$ cat src/rtl/fqmc_pkg.sv
// Shared types and constants for the FIFO queue with match count.
`timescale 1ns / 1ps

package fqmc_pkg;

  // Field widths fixed by the item format
  localparam int OP_W   = 2;
  localparam int ST_W   = 2;
  localparam int DATA_W = 32;

  // Operation codes carried by an input item
  typedef enum logic [OP_W-1:0] {
    OP_INSERT = 2'd0,
    OP_REMOVE = 2'd1,
    OP_COUNT  = 2'd2
  } op_t;

  // Status codes carried by a result item
  typedef enum logic [ST_W-1:0] {
    ST_DONE  = 2'd0,
    ST_EMPTY = 2'd1,
    ST_FULL  = 2'd2
  } status_t;

endpackage

$ cat src/rtl/fifo_queue_with_match_count.sv
// Top level: bounded FIFO queue of signed values with insert, remove and match count.
//
//   channel | direction | fields
//   --------+-----------+---------------------------------------------------------
//   in_     | input     | operation, value
//   out_    | output    | status, match_count, occupancy, head_valid, head_value
//
// Insert and remove pass through the head read and capture steps to the result; a
// count first scans the store, one entry store read per held entry through the single
// read port. One item is in work at a time; the output register holds a
// finished result so a new item is taken while the result waits.
// Reset clears pointers, occupancy and control; the entry store needs no clearing.
// A result stalled at the output holds the sequencer in its last step.
`timescale 1ns / 1ps

module fifo_queue_with_match_count #(
  parameter int DEPTH = 16
) (
  input  logic                                   clk,
  input  logic                                   rst_n,
  input  logic                                   in_valid,
  output logic                                   in_stall,
  input  logic [fqmc_pkg::OP_W-1:0]              in_operation,
  input  logic signed [fqmc_pkg::DATA_W-1:0]     in_value,
  output logic                                   out_valid,
  input  logic                                   out_stall,
  output logic [fqmc_pkg::ST_W-1:0]              out_status,
  output logic [$clog2(DEPTH+1)-1:0]             out_match_count,
  output logic [$clog2(DEPTH+1)-1:0]             out_occupancy,
  output logic                                   out_head_valid,
  output logic signed [fqmc_pkg::DATA_W-1:0]     out_head_value
);

  import fqmc_pkg::*;

  localparam int AW = $clog2(DEPTH);
  localparam int CW = $clog2(DEPTH + 1);

  typedef enum logic [3:0] {
    S_IDLE = 4'b0001,
    S_SCAN = 4'b0010,
    S_HEAD = 4'b0100,
    S_CAP  = 4'b1000
  } state_t;

  state_t              state_r, state_nxt;
  logic [AW-1:0]       head_r, head_nxt;
  logic [AW-1:0]       tail_r, tail_nxt;
  logic [CW-1:0]       cnt_r, cnt_nxt;
  logic [DATA_W-1:0]   val_r, val_nxt;
  logic [ST_W-1:0]     status_r, status_nxt;
  logic [AW-1:0]       scan_addr_r, scan_addr_nxt;
  logic [CW-1:0]       scan_left_r, scan_left_nxt;
  logic                cmp_v_r, cmp_v_nxt;
  logic [CW-1:0]       match_r, match_nxt;

  logic                out_valid_r, out_valid_nxt;
  logic [ST_W-1:0]     out_status_r, out_status_nxt;
  logic [CW-1:0]       out_match_r, out_match_nxt;
  logic [CW-1:0]       out_occ_r, out_occ_nxt;
  logic                out_hv_r, out_hv_nxt;
  logic [DATA_W-1:0]   out_hval_r, out_hval_nxt;

  logic                ram_we;
  logic                ram_re;
  logic [AW-1:0]       ram_raddr;
  logic [DATA_W-1:0]   ram_rdata;
  logic                accept;
  logic                out_free;
  logic                full;

  function automatic logic [AW-1:0] next_slot(input logic [AW-1:0] slot);
    next_slot = (slot == AW'(DEPTH - 1)) ? '0 : slot + 1'b1;
  endfunction

  // Entry store
  fqmc_ram #(
    .WIDTH(DATA_W),
    .DEPTH(DEPTH)
  ) u_store (
    .clk   (clk),
    .we    (ram_we),
    .waddr (tail_r),
    .wdata (val_nxt),
    .re    (ram_re),
    .raddr (ram_raddr),
    .rdata (ram_rdata)
  );

  assign in_stall = (state_r != S_IDLE);
  assign accept   = in_valid && !in_stall;
  assign out_free = !out_valid_r || !out_stall;
  assign full     = (cnt_r == CW'(DEPTH));

  // Sequence one item: update pointers, scan the store, read the head, load result
  always_comb begin
    state_nxt      = state_r;
    head_nxt       = head_r;
    tail_nxt       = tail_r;
    cnt_nxt        = cnt_r;
    val_nxt        = val_r;
    status_nxt     = status_r;
    scan_addr_nxt  = scan_addr_r;
    scan_left_nxt  = scan_left_r;
    cmp_v_nxt      = cmp_v_r;
    match_nxt      = match_r;
    out_valid_nxt  = out_valid_r;
    out_status_nxt = out_status_r;
    out_match_nxt  = out_match_r;
    out_occ_nxt    = out_occ_r;
    out_hv_nxt     = out_hv_r;
    out_hval_nxt   = out_hval_r;
    ram_we         = 1'b0;
    ram_re         = 1'b0;
    ram_raddr      = head_r;

    // Drop the result once it has been transferred
    if (out_valid_r && !out_stall) begin
      out_valid_nxt = 1'b0;
    end

    // Compare the entry read in the previous cycle
    if (cmp_v_r && (ram_rdata == val_r)) begin
      match_nxt = match_r + 1'b1;
    end

    case (state_r)
      S_IDLE: begin
        if (accept) begin
          val_nxt    = in_value;
          status_nxt = ST_DONE;
          match_nxt  = '0;
          cmp_v_nxt  = 1'b0;
          state_nxt  = S_HEAD;
          case (in_operation)
            OP_INSERT: begin
              if (full) begin
                status_nxt = ST_FULL;
              end else begin
                ram_we   = 1'b1;
                tail_nxt = next_slot(tail_r);
                cnt_nxt  = cnt_r + 1'b1;
              end
            end
            OP_REMOVE: begin
              if (cnt_r == '0) begin
                status_nxt = ST_EMPTY;
              end else begin
                head_nxt = next_slot(head_r);
                cnt_nxt  = cnt_r - 1'b1;
              end
            end
            OP_COUNT: begin
              if (cnt_r != '0) begin
                scan_addr_nxt = head_r;
                scan_left_nxt = cnt_r;
                state_nxt     = S_SCAN;
              end
            end
            default: begin
            end
          endcase
        end
      end
      S_SCAN: begin
        ram_re        = 1'b1;
        ram_raddr     = scan_addr_r;
        scan_addr_nxt = next_slot(scan_addr_r);
        scan_left_nxt = scan_left_r - 1'b1;
        cmp_v_nxt     = 1'b1;
        if (scan_left_r == CW'(1)) begin
          state_nxt = S_HEAD;
        end
      end
      S_HEAD: begin
        ram_re    = 1'b1;
        ram_raddr = head_r;
        cmp_v_nxt = 1'b0;
        state_nxt = S_CAP;
      end
      S_CAP: begin
        if (out_free) begin
          out_valid_nxt  = 1'b1;
          out_status_nxt = status_r;
          out_match_nxt  = match_r;
          out_occ_nxt    = cnt_r;
          out_hv_nxt     = (cnt_r != '0);
          out_hval_nxt   = (cnt_r != '0) ? ram_rdata : '0;
          state_nxt      = S_IDLE;
        end
      end
      default: begin
        state_nxt = S_IDLE;
      end
    endcase
  end

  // Control state
  always_ff @(posedge clk) begin
    if (!rst_n) begin
      state_r     <= S_IDLE;
      head_r      <= '0;
      tail_r      <= '0;
      cnt_r       <= '0;
      cmp_v_r     <= 1'b0;
      out_valid_r <= 1'b0;
    end else begin
      state_r     <= state_nxt;
      head_r      <= head_nxt;
      tail_r      <= tail_nxt;
      cnt_r       <= cnt_nxt;
      cmp_v_r     <= cmp_v_nxt;
      out_valid_r <= out_valid_nxt;
    end
  end

  // Payload and working registers
  always_ff @(posedge clk) begin
    val_r        <= val_nxt;
    status_r     <= status_nxt;
    scan_addr_r  <= scan_addr_nxt;
    scan_left_r  <= scan_left_nxt;
    match_r      <= match_nxt;
    out_status_r <= out_status_nxt;
    out_match_r  <= out_match_nxt;
    out_occ_r    <= out_occ_nxt;
    out_hv_r     <= out_hv_nxt;
    out_hval_r   <= out_hval_nxt;
  end

  assign out_valid       = out_valid_r;
  assign out_status      = out_status_r;
  assign out_match_count = out_match_r;
  assign out_occupancy   = out_occ_r;
  assign out_head_valid  = out_hv_r;
  assign out_head_value  = out_hval_r;

endmodule

$ cat src/rtl/fqmc_ram.sv
// Generic single-clock RAM, one write port and one registered read port.
`timescale 1ns / 1ps

module fqmc_ram #(
  parameter int WIDTH = 32,
  parameter int DEPTH = 16
) (
  input  logic                     clk,
  input  logic                     we,
  input  logic [$clog2(DEPTH)-1:0] waddr,
  input  logic [WIDTH-1:0]         wdata,
  input  logic                     re,
  input  logic [$clog2(DEPTH)-1:0] raddr,
  output logic [WIDTH-1:0]         rdata
);

  logic [WIDTH-1:0] mem [DEPTH];

  // Write on request, register read data on request
  always_ff @(posedge clk) begin
    if (we) begin
      mem[waddr] <= wdata;
    end
    if (re) begin
      rdata <= mem[raddr];
    end
  end

endmodule

$ cat config.mk
export PLATFORM = sky130hd
export DESIGN_NAME = fifo_queue_with_match_count
export DESIGN_NICKNAME = d
export VERILOG_FILES = /design/src/rtl/fqmc_pkg.sv /design/src/rtl/fifo_queue_with_match_count.sv /design/src/rtl/fqmc_ram.sv
export SDC_FILE = /design/constraint.sdc
export NUM_CORES = 1
export LEC_CHECK = 0
export ABC_AREA = 0
export BUFFER_PORTS_ARGS = -buffer_cell sky130_fd_sc_hd__buf_4
export CORE_MARGIN = 1.5
export CORE_UTILIZATION = 54
export CTS_CLUSTER_SIZE = 30
export DETAILED_ROUTE_END_ITERATION = 10
export PLACE_DENSITY = 0.8
export REMOVE_ABC_BUFFERS = 1
export SLEW_MARGIN = 20
export SYNTH_ARGS = -nofsm -noshare
export SYNTH_HDL_FRONTEND = slang
export SYNTH_SLANG_ARGS = --single-unit
export TNS_END_PERCENT = 1
$ cat constraint.sdc
create_clock -name clk -period 5.1 [get_ports clk]
set_input_delay 0.765 -clock clk [delete_from_list [all_inputs] [get_ports clk]]
set_output_delay 0.765 -clock clk [all_outputs]
set_load 0.01 [all_outputs]
==> metrics.yaml, run 1 <==
synth:
  synth_compound_area_share_pct: 3.90
  synthXorXnorAreaFrac_pct: 1.47
  synth_top_cell_by_area: "edfxtp_1"
  avgSynthCellArea_um2: 13.3
  synth_simple_gate_area_share_pct: 15.6
  yosysMostFrequentCell: "nand2_1"
  yosys-top-cells-count: "nand2_1, edfxtp_1, nand3_1"
  synth.cell_area_mm2: 0.0256
  yosysSeqAreaShare_pct: 74.7
  synth_top_family_by_area: "simple AND/OR/NAND/NOR gates"
  synthFlopType: "edfxtp_1"
  synth_edf_count: 600
  yosysWarnings: 0
  synthAdderAreaFrac_pct: 0.664
  synth_cell_type_count: 48
  ys_async_sr_fraction_pct: 0
  synth_top_area_share_pct: 70.3
  ys_seq_elements: 656
  synth_cells: 1931
  synthTopCellsByArea: "edfxtp_1, nand2_1, dfxtp_1"
  synthMuxAreaShare_pct: 1.73
clocking:
  cts_resized: 0
  cts_tree: "yes"
  clkLatencyLatePin_ns: 0.64
  cts_buffers: 61
  path_clk_slew_ns: 0.07
  cts_setup_buffers: 0
  clock_sinks: 656
  holdBufCountCts: 0
  htree_levels: 2
  clk_path_buf_depth: 3
  clock-root-buffer: "clkbuf_16"
sta:
  setup_viol: 0
  slew_headroom_pct: 26.2
  worst-slew-pin-transition_ns: 1.11
  period_needed_ns: 3.65
  finalHoldViolations: 0
  fmaxAchievable_ghz: 0.274
  setup_slack_ns: 1.45
  period_share_pct: 71.5
  grt_setup_unrepaired: "false"
  skew_ns: 0.0248
  report.final.slew_viol_count: 0
floorplanning:
  core_mm2: 0.0467
  die_h_um: 221
  start_util_pct: 54.9
  fp.dieW_um: 221
  io_pins: 85
  die_area_mm2: 0.0488
  rows: 79
routing:
  routed_wl_um: 63100
  vias: 16300
  via_per_inst: 6.08
  first_iter_violations: 2196
  ant_nets: 0
  wl_per_cell_um: 23.5
  drc: 11
  dr.pass1.iters: 8
cells_and_area:
  area_growth_syn_to_layout_pct: 14.5
  layout-drive-gt1-share_pct: 12.5
  filler_cell_count: 3229
  num_antenna_cells: 0
  final_core_util_pct: 62.9
  nets: 2075
  final_area_mm2: 0.0293
  multi_input_area_mm2: 0.00618
  seqCellArea_mm2: 0.0191
setup_path:
  required_ns: 5.42
  crit_start: "state_r[3]$_SDFFE_PN0P_"
  cp.arrival_ns: 3.97
  critPathMaxFanout: 36
  reg2reg_from: "state_r[3]$_SDFFE_PN0P_"
  criticalPathCategory: "flop to flop"
  r2r_end: "u_store.rdata[11]$_DFFE_PP_"
  ff2ff_setup_slack_ns: 1.45
  ff2ff_path_depth: 8
  endpoint_kind: "flop"
  worst_setup_path_start_kind: "flop"
placed_design:
  numPortBuffers: 84
  pre_cts_slack_ns: 1.45
  placed_area_mm2: 0.0272
  routabilityCongestion: 0.851
  hpwlAfterDp_um: 35600
grt:
  grt_usage_pct: 25.8
  first_global_vias: 16300
  antenna_found_initial: 0
  grt-ovfl-total: 0
  grt_use_met3_pct: 4.29
  grt_pass1_wl_um: 95600
  use_met2_pct: 42.1
  top_usage_layer: "met2"
  met1_usage_pct: 34.4
  grt_start_max_net_pins: 125
power_and_ir_drop:
  ir_worst_vdd_uv: 270
  power_density_mw_per_mm2: 409
  p_leak_nw: 10.2
  power_mw: 12.0
worst_hold_path:
  hp-start: "status_r[0]$_DFFE_PP_"
  hold_class: "flop to flop"
  holdPathStages: 0
  hold_end: "out_status[0]$_DFFE_PP_"
status:
  status: "finished, violations left"
  violations: "design-rule violations"
job:
  max_cap_violations: 0
state kept, by name (all words and copies together) (netlist names), 2 cells and up:
signal	count
scan_addr_r	4
cnt_r	5
match_r	5
u_store.mem	512
state_r	4
u_store.rdata	32
status_r	2
out_status	2
head_r	4
out_match_count	5
val_r	32
tail_r	4
scan_left_r	5
out_head_value	32
out_occupancy	5
worst max path at each step:
stage | depth (start not counted) | slack, ns | endpoint
3_3_place_gp | 8 | 1.63 | u_store.rdata[15]$_DFFE_PP_
6_report | 8 | 1.45 | u_store.rdata[11]$_DFFE_PP_
4_1_cts | 8 | 1.50 | u_store.rdata[11]$_DFFE_PP_
3_5_place_dp | 8 | 1.45 | u_store.rdata[17]$_DFFE_PP_
5_1_grt | 8 | 1.34 | u_store.rdata[11]$_DFFE_PP_
2_1_floorplan | 6 | -4.20 | u_store.rdata[0]$_DFFE_PP_
stage by stage:
stage,setup TNS [ns],std cells,hold WS [ns]
floorplan,-134.49,1832,0.400
detailed placement,0,2567,0.415
global route,0,2683,0.434
global placement,0,2567,0.405
finish,0,2683,0.425
CTS,0,2682,0.425
where the power goes:
part | internal [mW] | leakage [nW] | switching (mW) | total (mW)
combinational | 0.185 | 3.27 | 0.632 | 0.817
sequential | 6.31 | 5.92 | 0.0900 | 6.40
clock | 2.83 | 1.04 | 1.95 | 4.78
total | 9.33 | 10.2 | 2.67 | 12.0
final cells by class:
class | count | share of cell area [%]
timing repair buffer | 129 | 3.63
clock inverter | 24 | 1.20
sequential | 656 | 65.2
tap | 607 | 2.59
inverter | 15 | 0.192
clock buffer | 91 | 6.10
multi-input combinational | 1161 | 21.1
cell families (layout without fill, tap and decap cells):
logic type	count (synthesis)	after routing
AOI/OAI and AO/OA	142	142
xor gates and xnor gates	43	43
adders and majority gates	13	13
buffers and inverters	114	259
DFF	656	656
muxes	43	43
and+or+nand+nor	920	920
routing by layer:
metal  share of wire, %  vias to the layer above
li1                   -                     7154
met1                 38                     7999
met2                 49                     1017
met3                 10                      146
met4                3.5                        0
met5                  0                        -
placed cells by master (no fill, tap or decap), drive strengths merged, types with 2 or more instances in the layout:
cell type / instances
dfxtp: 56
ha: 12
xnor2: 34
or3: 3
clkinv: 13
nor3b: 3
nor2: 31
nor2b: 8
a21o: 2
clkinvlp: 2
mux2i: 39
edfxtp: 600
nand4b: 2
nor3: 13
xor2: 9
nor4: 2
inv: 16
o221ai: 32
nor4b: 3
clkbuf: 91
and2: 38
nand2b: 5
a31oi: 4
buf: 129
bufinv: 8
nand2: 633
o21ai: 16
nand3: 132
or4: 4
mux2: 4
nand4: 40
nand3b: 2
a21boi: 3
a21oi: 49
a32oi: 32
critical path, cell delays in order, from the launching register on:
cell	delay [ns]
dfxtp_1	0.44
nor4b_4	0.32
buf_4	0.28
mux2_2	0.75
nor3_4	0.78
buf_4	0.40
nand3_1	0.11
nand4_1	0.15
a21oi_1	0.07
No activity file was read; power rests on OpenSTA's default activity.
==> run 2, diff against run 1 <==
ABC_AREA = 1   (was 0)
clock period = 3.5 ns   (was 5.1 ns; I/O delays follow)
==> run 2 against run 1 <==
  * The flow now finishes without violations
  * Global-route usage rose by 0.076 points
  * Via count is 13% higher
  * Clock skew increased by 0.00060 ns
  * Count of clock-buffer cells in the layout decreased by 7
  * Maximum frequency rose by 29%
  * Worst hold slack worse by 0.22 ns
  * Core utilization down 0.64 points
  * Flip-flop and latch count unchanged
  * First-iteration DRC count is 5.7% lower
  * Non-clock buffer count is 31 higher
  * Routed wire length up 7.0%
  * Critical endpoint is now u_store.mem[1][17]$_DFFE_PP_
  * Largest cell class unchanged
  * Largest power group unchanged
  * Highest routed layer unchanged
==> metrics.yaml, run 2 <==
routing:
  routed_wl_um: 67500  # +7.0%
  ant_nets: 0  # unchanged
  dr.pass1.iters: 6  # -2
  vias: 18400  # +13%
  met1_length_um: 25200  # +5.5%
  wl_per_cell_um: 21.1  # -10%
  drc: 0  # -11
  first_iter_violations: 2071  # -5.7%
  met2_length_um: 32200  # +5.2%
  top_layer_used: "met4"
  via_per_inst: 5.75  # -5.4%
  wl_met3_um: 6880  # +7.6%
worst_hold_path:
  hold_class: "input pin to flop"
  hp-start: "rst_n"
setup_path:
  endpoint_kind: "flop"
  path_cells: "nor2_4 -> nand3_2 -> nor2_4 -> nand2_1 -> nor2_4 -> nand2_1 -> nor2_4 -> buf_4"
  crit_path_top_delay_cell: "nor2_4"
  critPathMaxFanout: 16  # -56%
  path_buf_inv: 1  # -1
  cp.arrival_ns: 3.14  # -0.83 ns
  slowest_delay_ns: 0.64  # -0.14 ns
  crit_start: "state_r[3]$_SDFFE_PN0P_"
  criticalPathCategory: "flop to flop"
  critPathMostFrequentCell: "nor2_4"
  cpLargestDelayFamily: "simple AND/OR/NAND/NOR gates"
  reg2reg_from: "state_r[3]$_SDFFE_PN0P_"
  required_ns: 3.82  # -1.60 ns
  worst_setup_path_start_kind: "flop"
  ff2ff_setup_slack_ns: 0.68  # -0.78 ns
sta:
  report.final.slew_viol_count: 0  # unchanged
  hold_ws_ns: 0.206  # -0.219 ns
  fmaxAchievable_ghz: 0.355  # +29%
  setup_slack_ns: 0.679  # -0.775 ns
  skew_ns: 0.0254  # +0.000597 ns
  period_share_pct: 80.6  # +9.1 points
  grt_setup_unrepaired: "false"
  worst-slew-pin-transition_ns: 0.990  # -0.117 ns
  slew_headroom_pct: 33.8  # +7.5 points
  period_needed_ns: 2.82  # -0.825 ns
  finalHoldViolations: 0  # unchanged
  setup_viol: 0  # unchanged
placed_design:
  dp_cells: 3085  # +20%
  pre_cts_slack_ns: 0.743  # -0.707 ns
  hpwlAfterDp_um: 40900  # +15%
  routabilityCongestion: 0.889  # +4.4%
  numPortBuffers: 84  # unchanged
grt:
  grt_pass1_wl_um: 103000  # +7.7%
  grt_start_max_net_pins: 129  # +3.2%
  grt-ovfl-total: 0  # unchanged
  first_global_vias: 18000  # +10%
  grt_usage_pct: 25.8  # +0.076 points
  antenna_found_initial: 0  # unchanged
synth:
  yosysWarnings: 0  # unchanged
  yosysSeqAreaShare_pct: 70.0  # -4.7 points
  yosys-top-cells-count: "edfxtp_1, nand2_1, inv_1"
  synthFlopType: "edfxtp_1"
  synth.cell_area_mm2: 0.0274  # +6.8%
  synth_cells: 2369  # +23%
  yosysMostFrequentCell: "edfxtp_1"
  synth_cell_type_count: 38  # -21%
  avgSynthCellArea_um2: 11.5  # -13%
  ys_async_sr_fraction_pct: 0  # unchanged
  synth_edf_count: 600  # unchanged
  ys_seq_elements: 656  # unchanged
  synth_top_area_share_pct: 65.9  # -4.5 points
  synthTopCellsByArea: "edfxtp_1, nand2_1, o211ai_1"
  synth_top_cell_by_area: "edfxtp_1"
clocking:
  clk_path_buf_depth: 3  # unchanged
  clock_sinks: 656  # unchanged
  cts_setup_buffers: 0  # unchanged
  holdBufCountCts: 0  # unchanged
  cts_buffers: 61  # unchanged
  path_clk_slew_ns: 0.06  # about the same
  htree_levels: 2  # unchanged
  cts_tree: "yes"
  cts_resized: 0  # unchanged
  clkLatencyLatePin_ns: 0.63  # about the same
  clock-root-buffer: "clkbuf_16"
floorplanning:
  fp.dieW_um: 228  # +3.3%
  rows: 82  # +3.8%
  die_h_um: 228  # +3.3%
  core_mm2: 0.0501  # +7.3%
  die_area_mm2: 0.0520  # +6.7%
  io_pins: 85  # unchanged
  start_util_pct: 54.6  # -0.27 points
job:
  max_cap_violations: 0  # unchanged
cells_and_area:
  final_core_util_pct: 62.2  # -0.64 points
  regMostFlops: "u_store.mem"
  final_common_cell: "edfxtp_1"
  layout-drive-gt1-share_pct: 11.1  # -1.4 points
  nets: 2527  # +22%
  num_antenna_cells: 0  # unchanged
  stdcell_count: 3199  # +19%
  mostFrequentLayoutCells: "edfxtp_1, nand2_1, inv_1"
  largest_register_ffs: 512  # unchanged
  area_growth_syn_to_layout_pct: 13.9
power_and_ir_drop:
  p_leak_nw: 12.2  # +19%
  power_density_mw_per_mm2: 714  # +75%
  ir_worst_vdd_uv: 436  # +61%
status:
  status: "finished clean"
==> run 2: area by class of cell <==
| type | count | area [um2] |
|---|---|---|
| Clock inverter | 30 | 285 |
| Timing Repair Buffer | 160 | 1430 |
| Multi-Input combinational cell | 1196 | 6310 |
| Fill cell | 3682 | 18900 |
| Tap cell | 672 | 841 |
| Sequential cell | 656 | 19100 |
| Inverter | 401 | 1510 |
| Clock buffer | 84 | 1650 |
==> run 2: metal layers <==
| metal | vias to the layer above | GRT usage [%] |
|---|---|---|
| met3 | 207 | 4.44 |
| met5 | - | 0 |
| met1 | 8759 | 34.2 |
| met2 | 1063 | 41.7 |
| li1 | 8378 | - |
| met4 | 0 | 12.4 |
==> run 2: worst paths after layout <==
path                            cells past startpoint                           end
worst max-delay path                                8  u_store.mem[1][17]$_DFFE_PP_
worst min-delay path                                2       state_r[0]$_SDFFE_PN1P_
worst max register to register                      8  u_store.mem[1][17]$_DFFE_PP_
worst min register to register                      0       out_status[1]$_DFFE_PP_
==> run 2: worst reg2reg max path: stages, from the launching register on <==
cell and delay, ns:
dfxtp_1 0.34, nor2_4 0.18, nand3_2 0.19, nor2_4 0.17, nand2_1 0.10, nor2_4 0.24, nand2_1 0.31, nor2_4 0.64
buf_4 0.34
==> run 2: where the power goes <==
part / total (mW) / internal [mW] / switching, mW / leakage (nW)
logic: 5.26 / 1.40 / 3.86 / 5.30
registers: 10.5 / 10.3 / 0.267 / 5.91
clock network: 6.46 / 3.66 / 2.80 / 0.942
total: 22.2 / 15.3 / 6.93 / 12.2
==> run 2: cell families after synthesis <==
logic type	Yosys count	synth area share (%)
fa+ha+maj	13	0.622
compound gates	337	8.61
simple gates	831	12.7
xor+xnor	15	0.480
flops	656	70.0
buf+inv	517	7.61
==> run 2: through the flow <==
stage | power (mW) | cell area (um2) | TNS [ns]
6_report | 22.2 | 31200 | 0
5_1_grt | 23.1 | 31200 | 0
4_1_cts | 22.2 | 31200 | 0
3_5_place_dp | 15.8 | 29200 | 0
3_3_place_gp | 15.6 | 29200 | 0
2_1_floorplan | 13.7 | 26800 | -183.36
